`src/rtl/core/tws_pkg.sv`:
```
// types, sizes and codes of the timing wheel scheduler
`timescale 1ns / 1ps
package tws_pkg;

	localparam int NUM_SLOTS    = 16;
	localparam int SLOT_DEPTH   = 8;
	localparam int TASK_ID_BITS = 8;

	localparam int WAIT_W    = 20;
	localparam int PERIOD_W  = 16;
	localparam int SLOT_W    = (NUM_SLOTS > 1) ? $clog2(NUM_SLOTS) : 1;
	localparam int FILL_W    = $clog2(SLOT_DEPTH + 1);
	localparam int TADDR_W   = (NUM_SLOTS * SLOT_DEPTH > 1) ? $clog2(NUM_SLOTS * SLOT_DEPTH) : 1;
	localparam int DCNT_W    = $clog2(WAIT_W);
	localparam int PADDR_W   = 3;
	localparam int REG_IDX_W = PADDR_W - 2;
	localparam int PDATA_W   = 32;

	localparam logic [REG_IDX_W-1:0] REG_TICK_PERIOD   = '0;
	localparam logic [PERIOD_W-1:0]  TICK_PERIOD_RESET = PERIOD_W'(1000);

	localparam logic REQ_ADD        = 1'b0;
	localparam logic REQ_TICK       = 1'b1;
	localparam logic KIND_ACK       = 1'b0;
	localparam logic KIND_EXPIRED   = 1'b1;
	localparam logic STATUS_OK      = 1'b0;
	localparam logic STATUS_DROPPED = 1'b1;

	typedef struct packed {
		logic                    req_type;
		logic [WAIT_W-1:0]       wait_time;
		logic [TASK_ID_BITS-1:0] task_id;
	} req_word_t;

	typedef struct packed {
		logic                    result_kind;
		logic                    add_status;
		logic [TASK_ID_BITS-1:0] expired_task;
		logic                    last_of_run;
	} rsp_word_t;

	typedef struct packed {
		logic                start;
		logic [WAIT_W-1:0]   dividend;
		logic [PERIOD_W-1:0] divisor;
	} div_req_t;

	typedef struct packed {
		logic              done;
		logic [SLOT_W-1:0] qmod;
	} div_rsp_t;

	typedef enum logic [2:0] {
		ST_IDLE,
		ST_DIV,
		ST_FILL_RD,
		ST_FILL_CHK,
		ST_TICK_CHK,
		ST_DRAIN
	} state_t;

endpackage

```
`src/rtl/core/timing_wheel_scheduler.sv`:
```
// timing wheel scheduler top level
// Requests enter on req (req_valid/req_ready), one word at a time; results leave on rsp
// (rsp_valid/rsp_ready). Configuration is the APB port; tick_period sits at address 0.
// An add word runs a divide of wait_time by tick_period, then reads the target
// slot's fill count from the fill ram and files the task in the task ram, unless the
// slot is full: its single acknowledgement then says dropped. A tick word reads the
// current slot's fill count and then streams the stored tasks from the task ram, last
// stored first, one per cycle while the output is free, marking the final one.
// One request is in flight at a time; req_ready rises again once its last result has
// been placed in the output register, so the next word is taken while that result waits.
// The divider sets the add time, the task ram read port sets the drain rate.
// When rsp_ready is low the output register holds its word and the sequencer waits.
// Reset empties every slot at once through per-slot valid bits, sets the current slot
// to zero and tick_period to 1000; no clearing pass is needed. A tick_period of zero
// divides as one.
`timescale 1ns / 1ps
module timing_wheel_scheduler (
	input  logic                        clk,
	input  logic                        arst_n,
	input  logic                        req_valid,
	output logic                        req_ready,
	input  tws_pkg::req_word_t          req,
	output logic                        rsp_valid,
	input  logic                        rsp_ready,
	output tws_pkg::rsp_word_t          rsp,
	input  logic                        psel,
	input  logic                        penable,
	input  logic                        pwrite,
	input  logic [tws_pkg::PADDR_W-1:0] paddr,
	input  logic [tws_pkg::PDATA_W-1:0] pwdata,
	output logic [tws_pkg::PDATA_W-1:0] prdata,
	output logic                        pready
);
	import tws_pkg::*;

	state_t                  state_q, state_d;
	logic [PERIOD_W-1:0]     tick_period_q;
	logic [SLOT_W-1:0]       cur_q;
	logic [SLOT_W-1:0]       target_q;
	logic [FILL_W-1:0]       cnt_q;
	logic [TASK_ID_BITS-1:0] task_q;
	logic [NUM_SLOTS-1:0]    slot_vld_q;
	logic                    rsp_valid_q;
	rsp_word_t               rsp_q;

	div_req_t                div_req;
	div_rsp_t                div_rsp;

	logic                    acc;
	logic                    out_free;
	logic                    out_load;
	rsp_word_t               out_next;

	logic                    fill_re;
	logic [SLOT_W-1:0]       fill_raddr;
	logic [FILL_W-1:0]       fill_rdata;
	logic                    fill_we;
	logic [FILL_W-1:0]       fill_wdata;
	logic                    task_re;
	logic [TADDR_W-1:0]      task_raddr;
	logic [TASK_ID_BITS-1:0] task_rdata;
	logic                    task_we;
	logic [TADDR_W-1:0]      task_waddr;

	logic [SLOT_W-1:0]       chk_slot;
	logic [FILL_W-1:0]       fill_raw;
	logic [FILL_W-1:0]       fill_val;
	logic                    slot_full;
	logic [SLOT_W:0]         tgt_sum;
	logic [SLOT_W-1:0]       tgt_next;
	logic [SLOT_W-1:0]       cur_next;
	logic [TADDR_W-1:0]      cur_base;
	logic [TADDR_W-1:0]      tgt_base;

	logic                    cnt_load;
	logic                    cnt_dec;
	logic                    vld_set;
	logic                    vld_clr;
	logic                    cur_adv;
	logic                    tgt_load;
	logic                    cfg_wr;

	// configuration port
	assign pready = 1'b1;
	assign cfg_wr = psel && penable && pwrite && pready
		&& (paddr[PADDR_W-1:2] == REG_TICK_PERIOD);
	assign prdata = (paddr[PADDR_W-1:2] == REG_TICK_PERIOD)
		? PDATA_W'(tick_period_q) : '0;

	always_ff @(posedge clk or negedge arst_n) begin
		if (!arst_n) begin
			tick_period_q <= TICK_PERIOD_RESET;
		end else if (cfg_wr) begin
			tick_period_q <= pwdata[PERIOD_W-1:0];
		end
	end

	// datapath helpers
	assign req_ready = (state_q == ST_IDLE);
	assign acc       = req_valid && req_ready;
	assign out_free  = !rsp_valid_q || rsp_ready;

	assign div_req.start    = acc && (req.req_type == REQ_ADD);
	assign div_req.dividend = req.wait_time;
	assign div_req.divisor  = (tick_period_q == '0) ? PERIOD_W'(1) : tick_period_q;

	tws_div u_div (
		.clk    (clk),
		.arst_n (arst_n),
		.req    (div_req),
		.rsp    (div_rsp)
	);

	always_comb begin
		chk_slot  = (state_q == ST_FILL_CHK) ? target_q : cur_q;
		fill_raw  = slot_vld_q[chk_slot] ? fill_rdata : '0;
		fill_val  = (fill_raw > FILL_W'(SLOT_DEPTH)) ? FILL_W'(SLOT_DEPTH) : fill_raw;
		slot_full = (fill_val >= FILL_W'(SLOT_DEPTH));
		tgt_sum   = {1'b0, cur_q} + {1'b0, div_rsp.qmod};
		tgt_next  = (tgt_sum >= (SLOT_W+1)'(NUM_SLOTS))
			? SLOT_W'(tgt_sum - (SLOT_W+1)'(NUM_SLOTS)) : tgt_sum[SLOT_W-1:0];
		cur_next  = (cur_q == SLOT_W'(NUM_SLOTS - 1)) ? '0 : cur_q + 1'b1;
		cur_base  = TADDR_W'(cur_q) * TADDR_W'(SLOT_DEPTH);
		tgt_base  = TADDR_W'(target_q) * TADDR_W'(SLOT_DEPTH);
	end

	// next state
	always_comb begin
		state_d = state_q;
		case (state_q)
			ST_IDLE: begin
				if (acc) begin
					state_d = (req.req_type == REQ_ADD) ? ST_DIV : ST_TICK_CHK;
				end
			end
			ST_DIV: begin
				if (div_rsp.done) begin
					state_d = ST_FILL_RD;
				end
			end
			ST_FILL_RD: begin
				state_d = ST_FILL_CHK;
			end
			ST_FILL_CHK: begin
				if (out_free) begin
					state_d = ST_IDLE;
				end
			end
			ST_TICK_CHK: begin
				state_d = (fill_val == '0) ? ST_IDLE : ST_DRAIN;
			end
			ST_DRAIN: begin
				if (out_free && cnt_q == FILL_W'(1)) begin
					state_d = ST_IDLE;
				end
			end
			default: begin
				state_d = ST_IDLE;
			end
		endcase
	end

	// outputs of the sequencer
	always_comb begin
		fill_re    = 1'b0;
		fill_raddr = cur_q;
		fill_we    = 1'b0;
		fill_wdata = fill_val + 1'b1;
		task_re    = 1'b0;
		task_raddr = cur_base + TADDR_W'(cnt_q) - TADDR_W'(2);
		task_we    = 1'b0;
		task_waddr = tgt_base + TADDR_W'(fill_val);
		out_load   = 1'b0;
		out_next   = '{KIND_ACK, STATUS_OK, '0, 1'b1};
		cnt_load   = 1'b0;
		cnt_dec    = 1'b0;
		vld_set    = 1'b0;
		vld_clr    = 1'b0;
		cur_adv    = 1'b0;
		tgt_load   = 1'b0;
		case (state_q)
			ST_IDLE: begin
				if (acc && req.req_type == REQ_TICK) begin
					fill_re = 1'b1;
				end
			end
			ST_DIV: begin
				tgt_load = div_rsp.done;
			end
			ST_FILL_RD: begin
				fill_re    = 1'b1;
				fill_raddr = target_q;
			end
			ST_FILL_CHK: begin
				if (out_free) begin
					out_load = 1'b1;
					out_next = '{KIND_ACK, slot_full ? STATUS_DROPPED : STATUS_OK, '0, 1'b1};
					if (!slot_full) begin
						fill_we = 1'b1;
						task_we = 1'b1;
						vld_set = 1'b1;
					end
				end
			end
			ST_TICK_CHK: begin
				if (fill_val == '0) begin
					vld_clr = 1'b1;
					cur_adv = 1'b1;
				end else begin
					cnt_load   = 1'b1;
					task_re    = 1'b1;
					task_raddr = cur_base + TADDR_W'(fill_val) - TADDR_W'(1);
				end
			end
			ST_DRAIN: begin
				if (out_free) begin
					out_load = 1'b1;
					out_next = '{KIND_EXPIRED, STATUS_OK, task_rdata, cnt_q == FILL_W'(1)};
					cnt_dec  = 1'b1;
					if (cnt_q == FILL_W'(1)) begin
						vld_clr = 1'b1;
						cur_adv = 1'b1;
					end else begin
						task_re = 1'b1;
					end
				end
			end
			default: begin
			end
		endcase
	end

	tws_ram #(
		.WIDTH (FILL_W),
		.DEPTH (NUM_SLOTS)
	) u_fill_ram (
		.clk   (clk),
		.we    (fill_we),
		.waddr (target_q),
		.wdata (fill_wdata),
		.re    (fill_re),
		.raddr (fill_raddr),
		.rdata (fill_rdata)
	);

	tws_ram #(
		.WIDTH (TASK_ID_BITS),
		.DEPTH (NUM_SLOTS * SLOT_DEPTH)
	) u_task_ram (
		.clk   (clk),
		.we    (task_we),
		.waddr (task_waddr),
		.wdata (task_q),
		.re    (task_re),
		.raddr (task_raddr),
		.rdata (task_rdata)
	);

	// control registers
	always_ff @(posedge clk or negedge arst_n) begin
		if (!arst_n) begin
			state_q     <= ST_IDLE;
			cur_q       <= '0;
			cnt_q       <= '0;
			slot_vld_q  <= '0;
			rsp_valid_q <= 1'b0;
		end else begin
			state_q <= state_d;
			if (cur_adv) begin
				cur_q <= cur_next;
			end
			if (cnt_load) begin
				cnt_q <= fill_val;
			end else if (cnt_dec) begin
				cnt_q <= cnt_q - 1'b1;
			end
			if (vld_set) begin
				slot_vld_q[target_q] <= 1'b1;
			end
			if (vld_clr) begin
				slot_vld_q[cur_q] <= 1'b0;
			end
			rsp_valid_q <= out_load || (rsp_valid_q && !rsp_ready);
		end
	end

	// payload registers
	always_ff @(posedge clk) begin
		if (acc) begin
			task_q <= req.task_id;
		end
		if (tgt_load) begin
			target_q <= tgt_next;
		end
		if (out_load) begin
			rsp_q <= out_next;
		end
	end

	assign rsp_valid = rsp_valid_q;
	assign rsp       = rsp_q;

endmodule

```
`src/rtl/core/tws_ram.sv`:
```
// generic single-port-write ram with registered read
`timescale 1ns / 1ps
module tws_ram #(
	parameter int WIDTH = 8,
	parameter int DEPTH = 16
) (
	input  logic                     clk,
	input  logic                     we,
	input  logic [$clog2(DEPTH)-1:0] waddr,
	input  logic [WIDTH-1:0]         wdata,
	input  logic                     re,
	input  logic [$clog2(DEPTH)-1:0] raddr,
	output logic [WIDTH-1:0]         rdata
);

	logic [WIDTH-1:0] mem [DEPTH];

	always_ff @(posedge clk) begin
		if (we) begin
			mem[waddr] <= wdata;
		end
		if (re) begin
			rdata <= mem[raddr];
		end
	end

endmodule

```
`src/rtl/core/tws_div.sv`:
```
// restoring divider, one quotient bit a cycle, quotient kept modulo the slot count
`timescale 1ns / 1ps
module tws_div (
	input  logic              clk,
	input  logic              arst_n,
	input  tws_pkg::div_req_t req,
	output tws_pkg::div_rsp_t rsp
);
	import tws_pkg::*;

	logic                busy_q;
	logic                done_q;
	logic [DCNT_W-1:0]   cnt_q;
	logic [WAIT_W-1:0]   dvd_q;
	logic [PERIOD_W-1:0] dsr_q;
	logic [PERIOD_W-1:0] rem_q;
	logic [SLOT_W-1:0]   qm_q;

	logic [PERIOD_W:0]   trial;
	logic                qbit;
	logic [PERIOD_W-1:0] rem_next;
	logic [SLOT_W:0]     qm_dbl;
	logic [SLOT_W-1:0]   qm_next;

	always_comb begin
		trial    = {rem_q, dvd_q[WAIT_W-1]};
		qbit     = (trial >= {1'b0, dsr_q});
		rem_next = qbit ? PERIOD_W'(trial - {1'b0, dsr_q}) : trial[PERIOD_W-1:0];
		qm_dbl   = {qm_q, qbit};
		qm_next  = (qm_dbl >= (SLOT_W+1)'(NUM_SLOTS))
			? SLOT_W'(qm_dbl - (SLOT_W+1)'(NUM_SLOTS)) : qm_dbl[SLOT_W-1:0];
	end

	always_ff @(posedge clk or negedge arst_n) begin
		if (!arst_n) begin
			busy_q <= 1'b0;
			done_q <= 1'b0;
			cnt_q  <= '0;
		end else begin
			done_q <= 1'b0;
			if (req.start) begin
				busy_q <= 1'b1;
				cnt_q  <= DCNT_W'(WAIT_W - 1);
			end else if (busy_q) begin
				cnt_q <= cnt_q - 1'b1;
				if (cnt_q == '0) begin
					busy_q <= 1'b0;
					done_q <= 1'b1;
				end
			end
		end
	end

	always_ff @(posedge clk) begin
		if (req.start) begin
			dvd_q <= req.dividend;
			dsr_q <= req.divisor;
			rem_q <= '0;
			qm_q  <= '0;
		end else if (busy_q) begin
			dvd_q <= {dvd_q[WAIT_W-2:0], 1'b0};
			rem_q <= rem_next;
			qm_q  <= qm_next;
		end
	end

	assign rsp.done = done_q;
	assign rsp.qmod = qm_q;

endmodule

```
`config.mk`:
```
export PLATFORM = sky130hd
export DESIGN_NAME = timing_wheel_scheduler
export DESIGN_NICKNAME = d
export VERILOG_FILES = /design/src/rtl/core/tws_pkg.sv /design/src/rtl/core/timing_wheel_scheduler.sv /design/src/rtl/core/tws_ram.sv /design/src/rtl/core/tws_div.sv
export SDC_FILE = /design/constraint.sdc
export NUM_CORES = 1
export LEC_CHECK = 0
export BUFFER_PORTS_ARGS = -buffer_cell sky130_fd_sc_hd__buf_2
export CORE_ASPECT_RATIO = 1.2
export CORE_UTILIZATION = 40
export CTS_CLUSTER_SIZE = 40
export DETAILED_ROUTE_END_ITERATION = 10
export SLEW_MARGIN = 20
export SYNTH_ARGS = -nofsm -noshare
export SYNTH_HDL_FRONTEND = slang
export SYNTH_SLANG_ARGS = --single-unit
```
`constraint.sdc`:
```
create_clock -name clk -period 5.3 [get_ports clk]
set_clock_uncertainty 0.15 [all_clocks]
set_input_delay 0.265 -clock clk [delete_from_list [all_inputs] [get_ports clk]]
set_output_delay 0.265 -clock clk [all_outputs]
set_load 0.02 [all_outputs]
```
## After elaboration in Yosys (flattened, before gate mapping)

Memory sizes are Yosys's and may differ from the RTL's. A register that Yosys moved wholly into a read port is not among the register bits.
Cells that the tools add are included.

- Add/subtract/negate cells: 13
- $mul: 0
- Div/mod/pow operators: 0
- Magnitude comparators: 10
- Equality and inequality tests: 11
- Shifts and indexed selects: 0
- Mux-type cells: 62
- Bitwise operators: 5
- Reductions and logical operators: 22

Operator list:

| kind | count |
|---|---|
| 16-bit 2-to-1 mux | 4 |
| 20-bit 2-to-1 mux | 2 |
| 4-bit 2-to-1 mux | 9 |
| 1-bit 2-to-1 mux | 27 |
| 11-bit case mux with 2 select lines | 1 |
| 7-bit by 4-bit adder with 7-bit output | 3 |
| 3-bit 2-to-1 mux | 6 |
| 3-bit case mux with 6 select lines | 1 |
| 17-bit by 16-bit >= comparator with 1-bit output | 1 |
| 16-bit AND | 1 |
| 16-bit zero test | 1 |
| 16-bit inverter | 1 |
| 16-bit OR | 1 |
| 16-bit subtractor | 1 |
| 4-bit by 5-bit < comparator with 1-bit output (second input constant) | 3 |
| 7-bit 2-to-1 mux | 2 |
| 4-bit by 1-bit subtractor with 4-bit output (second input constant) | 3 |
| 11-bit 2-to-1 mux | 1 |
| 5-bit >= comparator (second input constant) | 2 |
| 1-bit logical AND | 10 |
| 10-bit 2-to-1 mux | 1 |
| 5-bit 2-to-1 mux | 2 |
| 4-bit by 1-bit adder with 4-bit output (second input constant) | 2 |
| 1-bit demux with 4-bit select | 2 |
| 25 further kinds | 36 |

- Bits in registers: 130
- Bits in latches: 0
- Memory bits (writable): 1088
- Memory bits (read-only): 0
- Input port bits: 71
- Output and inout port bits: 46
- Logic and storage cells: 144
- Memories: 2

Memory list:

| memory | words | width | rd ports | clocked after memory_dff | wr ports | line | source |
|---|---|---|---|---|---|---|---|
| u_task_ram.mem | 128 | 8 | 1 | 1 | 1 | tws_ram.sv:16 | `logic [WIDTH-1:0] mem [DEPTH];` |
| u_fill_ram.mem | 16 | 4 | 1 | 1 | 1 | tws_ram.sv:16 |  |

## Depth between registers and ports, before layout

- Word-level depth: 14
- Gate-level depth with buffers: 23
- Gate-level depth less buffers: 21

## Hierarchy

From an unflattened synthesis, not the netlist that was laid out.

- Cell total of the unflattened synthesis: 2496
- Area total of the unflattened synthesis: 50095.5 um^2

By module, submodules not included:

| module | instances | cells an instance | area an instance (um^2) | sequential area each (um^2) |
|---|---|---|---|---|
| tws_ram (u_task_ram) | 1 | 1635 | 39745.6 | 30989.7 |
| timing_wheel_scheduler | 1 | 426 | 4376.7 | 1799.2 |
| tws_div | 1 | 305 | 3266.9 | 1656.6 |
| tws_ram (u_fill_ram) | 1 | 130 | 2706.3 | 2042.0 |

## Worst setup path before layout

Ideal clock, no wire load.

- Path type: flip-flop to flip-flop
- Start point: register state_q[2]
- End point: register u_task_ram.rdata[3] (read register of u_task_ram.mem) (data pin)
- Library setup time: 0.268 ns
- Data arrival time: 4.785 ns
- Data required time: 4.882 ns
- Setup slack: 0.097 ns
- Stages on the path, launching flop included: 21
- Buffers on the path: 1
- Period minus slack after synthesis: 5.203 ns
- Cell sequence: dfrtp_1 > nand3b_2 > mux2_4 > a2111oi_0 > a221oi_1 > mux2i_1 > nor2_1 > nand2_1 > inv_1 > ha_1 > fa_1 > a21o_1 > a21oi_1 > nor2b_1 > o211ai_1 > a21oi_2 > buf_2 > nand3_1 > nand4_1 > nor4_1 > a22oi_1

- Cells in the longest elaborated chain, start to end: 11
- Elaborated cells between the ends (all ways): 16
- Classes of those cells: add/sub (2); order compare (1); eq/ne (3); mux (9); reduce/logical (1)

Ends and longest elaborated chain:

| item | line | source |
|---|---|---|
| from (decl) | timing_wheel_scheduler.sv:36 | `state_t state_q, state_d;` |
| from (signal assigned) | timing_wheel_scheduler.sv:268 | `state_q <= state_d;` |
| 3-bit by 2-bit == test with 1-bit output | timing_wheel_scheduler.sv:115 | `chk_slot = (state_q == ST_FILL_CHK) ? target_q : cur_q;` |
| 4-bit 2-to-1 mux | timing_wheel_scheduler.sv:115 |  |
| 1-bit binary-select mux with 4-bit select | timing_wheel_scheduler.sv:116 | `fill_raw = slot_vld_q[chk_slot] ? fill_rdata : '0;` |
| 1-bit 2-to-1 mux (not written as such) | timing_wheel_scheduler.sv:116 |  |
| 4-bit 2-to-1 mux | timing_wheel_scheduler.sv:116 |  |
| 4-bit greater-than comparator | timing_wheel_scheduler.sv:117 | `fill_val = (fill_raw > FILL_W'(SLOT_DEPTH)) ? FILL_W'(SLOT_DEPTH) : fill_raw;` |
| 4-bit 2-to-1 mux | timing_wheel_scheduler.sv:117 |  |
| 7-bit by 4-bit adder with 7-bit output | timing_wheel_scheduler.sv:212 | `task_raddr = cur_base + TADDR_W'(fill_val) - TADDR_W'(1);` |
| 7-bit by 1-bit subtractor with 7-bit output | timing_wheel_scheduler.sv:212 |  |
| 7-bit 2-to-1 mux | timing_wheel_scheduler.sv:206 | `if (fill_val == '0) begin` |
| 7-bit 2-to-1 mux | timing_wheel_scheduler.sv:181 | `case (state_q)` |
| to (decl) | tws_ram.sv:13 | `output logic [WIDTH-1:0] rdata` |

Several ways; a longest one is shown, not always the timed one. The select of a mux whose other input is x is not followed.
A chain may end at the register's enable or synchronous reset.

## Worst setup path after layout

- Start point: register state_q[2]
- End point: register u_task_ram.rdata[4] (read register of u_task_ram.mem) (data pin)

Same word-level chain as after synthesis.

==> metrics.txt <==
status=completed; commonest non-fill, non-tap cell in the layout=edfxtp_1; Critical Path Source Type=register; die area=130,000 um^2; Worst setup EP type=register; unique cell type count in the Yosys netlist=79; kind of critical path=reg2reg; Min Clock Period, post-route=5.20 ns; commonest cells after routing, fill and taps aside=edfxtp_1 (1,159), nand2_1 (899), nand3_1 (454), buf_4 (411), nor2_1 (214); sequential area share after synthesis=70.9%; I/O pins=117; worst vdd ir=0.476 mV; CP max-delay cell=or3b_4; R2R setup slack=0.10 ns; pin count of the biggest net entering global routing=129; Worst EP required=5.77 ns; simple-gate share of the synthesized area=15.6%; utilization after layout=50.4%; post-synthesis mux area share=4.86%; Post-synth EDFFs=1,159; drt first pass iters=6; HP Class=in2async; Layout area overhead=24.6%; total gr overflow=0; final-report max-slew violation count=0; top_reg_cell synth=edfxtp_1; wirelength, routed=148,000 um; Top delay family on crit path=compound AO/OA/AOI/OAI gates; Max Cap Viol=0; buffers plus inverters on the worst setup path=8; Synth Area in Adders=1.39%; share of post-route cells with drive strength above 1=22.4%; Max FO, Critical Path=7; crit share post-route=98.1%; syn avg cell area=12.9 um^2; synth warn=0; Rows=143; worst r2r src=state_q[2]$_DFFE_PN0P_; drc violations=0; CTS buffer count=120; initial antenna violation count=3; Core Area=127,000 um^2; Post-Route Setup TNS=0 ns; PortBufs=81; vias in the first global route=33,114; Clk Latency, worst-skew pair=0.76 ns; # clock sinks=1,230; max_slew headroom=24.7%; Slew @ Worst Pin=1.13 ns; Post-DP HPWL=91,100 um; initial DRC count=3,585; deepest clock path buffer count=3; wire per inst=23.5 um; Clock Pin Slew Worst Setup and Hold Paths=0.07 ns; Critical Path AT=5.67 ns; Max Freq=0.192 GHz; Post-synth ARST share=4.15%; Max stage delay on crit path=0.40 ns; nets@finish=4,677; PwrDens=638 nW/um^2; gpl congestion=0.943; instance count on the critical path=25; post-synthesis register bit count=1,230; LEAKAGE=23.7 nW; total power=0.0409 W; Synth Area in Compound Gates=4.12%; R2R Path End=u_task_ram.rdata[4]$_DFFE_PP_; Syn Inst Count=3,994; Final Setup Violations=0; final hold vios=0; Post-Synth XOR/XNOR Area=0.423%; vias per cell=5.48; Vias=34,618; GRT Total Usage=22.0%; TritonCTS clock tree=built; Initial Util=40.5%; Post-Syn Area=51,500 um^2; antenna viol nets, final=0; die width=330 um; Root Driver=clkbuf_16; R2R cell count=25; H-tree depth=3; CP most frequent cell=buf_6; largest family of logic cells by synthesized area=simple AND/OR/NAND/NOR gates; first-pass GRT wire length=214,000 um; Die Span Y=395 um
worst register-to-register path: stages, from the launching register on:
cell and delay, ns:
dfrtp_1 0.37, buf_6 0.10, buf_6 0.09, and4b_2 0.24, a21o_4 0.22, mux2i_2 0.16, a221oi_2 0.31, mux2i_1 0.16
nor2_1 0.18, buf_4 0.16, nand2_4 0.07, buf_6 0.12, ha_4 0.16, nor2b_4 0.12, or3b_4 0.40, o32ai_4 0.28
buf_8 0.20, buf_6 0.14, clkbuf_16 0.14, nand2_1 0.06, nand3_2 0.12, a21oi_4 0.08, a2111oi_4 0.39, buf_4 0.18
nand4_1 0.22, a22oi_2 0.26
flip-flops by register name, indices dropped and copies added, names as in the netlist, 3 cells and up:
| register | count |
|---|---|
| cur_q | 4 |
| rsp | 11 |
| u_div.qm_q | 4 |
| u_task_ram.mem | 1024 |
| state_q | 3 |
| target_q | 4 |
| u_div.rem_q | 16 |
| u_fill_ram.mem | 64 |
| u_div.dvd_q | 20 |
| cnt_q | 4 |
| u_div.dsr_q | 16 |
| u_task_ram.rdata | 8 |
| tick_period_q | 16 |
| slot_vld_q | 16 |
| u_fill_ram.rdata | 4 |
| task_q | 8 |
| u_div.cnt_q | 5 |
Yosys cell counts, drive strengths merged, types with 28 or more instances:
cell type	n	area, um^2
o21ai	47	235
nand3	496	2480
buf	139	796
dfrtp	45	1130
nor2	224	846
nor2b	35	219
nand4	36	225
nand2	912	3430
clkbuf	104	390
edfxtp	1159	34800
ha	51	638
a21oi	107	554
mux2i	190	1900
nor3	28	140
inv	56	210
stage by stage:
stage	area, um^2	hold slack, ns	std cells	setup slack (ns)
floorplan	51500	-0.181	4009	0.0972
global route	64100	0.0920	6318	-0.0260
global placement	56900	0.287	5967	-0.827
CTS	62100	0.0131	6256	0.000463
finish	64100	0.0253	6319	0.102
detailed placement	56900	0.294	5967	-0.870
metal layers:
layer  global-route usage, %  share of wire, %
met1                    29.2                41
met2                    35.7                48
met3                    3.45               7.2
met4                    9.50               4.5
met5                       0                 0
timing repair:
action / 4_1_cts / 5_1_grt
endpoints found under the setup margin: 8 / 8
hold buffers: 49 / 0
hold endpoints to repair: 115 / 0
setup buffers: 10 / 48
pin swaps: 15 / 83
gates resized for setup: 97 / 236
cloned: 8 / 22
power by group:
group	total, W	leakage [nW]	switching, W	internal, W
registers	0.0119	11.3	0.000325	0.0116
logic	0.0206	10.5	0.0122	0.00837
clock network	0.00841	1.87	0.00375	0.00466
worst max path at each step:
| stage | end | startpoint | slack, ns |
|---|---|---|---|
| 2_1_floorplan | u_task_ram.rdata[3]$_DFFE_PP_ | state_q[2]$_DFFE_PN0P_ | 0.1 |
| 3_3_place_gp | u_task_ram.rdata[3]$_DFFE_PP_ | state_q[2]$_DFFE_PN0P_ | -0.83 |
| 3_5_place_dp | u_task_ram.rdata[3]$_DFFE_PP_ | state_q[2]$_DFFE_PN0P_ | -0.87 |
| 4_1_cts | u_task_ram.rdata[5]$_DFFE_PP_ | state_q[2]$_DFFE_PN0P_ | 0.0005 |
| 5_1_grt | u_task_ram.rdata[7]$_DFFE_PP_ | state_q[2]$_DFFE_PN0P_ | -0.03 |
| 6_report | u_task_ram.rdata[4]$_DFFE_PP_ | state_q[2]$_DFFE_PN0P_ | 0.10 |
area by class of cell:
| class | count | area (um^2) |
|---|---|---|
| antenna | 1 | 2.50 |
| timing repair buffer | 662 | 6380 |
| fill | 10730 | 63100 |
| multi-input combinational | 2480 | 15100 |
| clock inverter | 79 | 778 |
| clock buffer | 143 | 3090 |
| sequential | 1230 | 36500 |
| tap | 1667 | 2090 |
| inverter | 57 | 214 |
cells by family (layout without fill, tap and decap cells):
group                    Yosys count  after routing
AND/OR/NAND/NOR                 1833           1833
flip-flops                      1230           1230
AO/OA/AOI/OAI                    323            324
buffers and inverters            300            941
multiplexers                     227            227
adder cells (fa/ha/maj)           55             55
XOR/XNOR                          24             24
other                              2             18
Note: power is estimated with default switching activity, not from simulation.
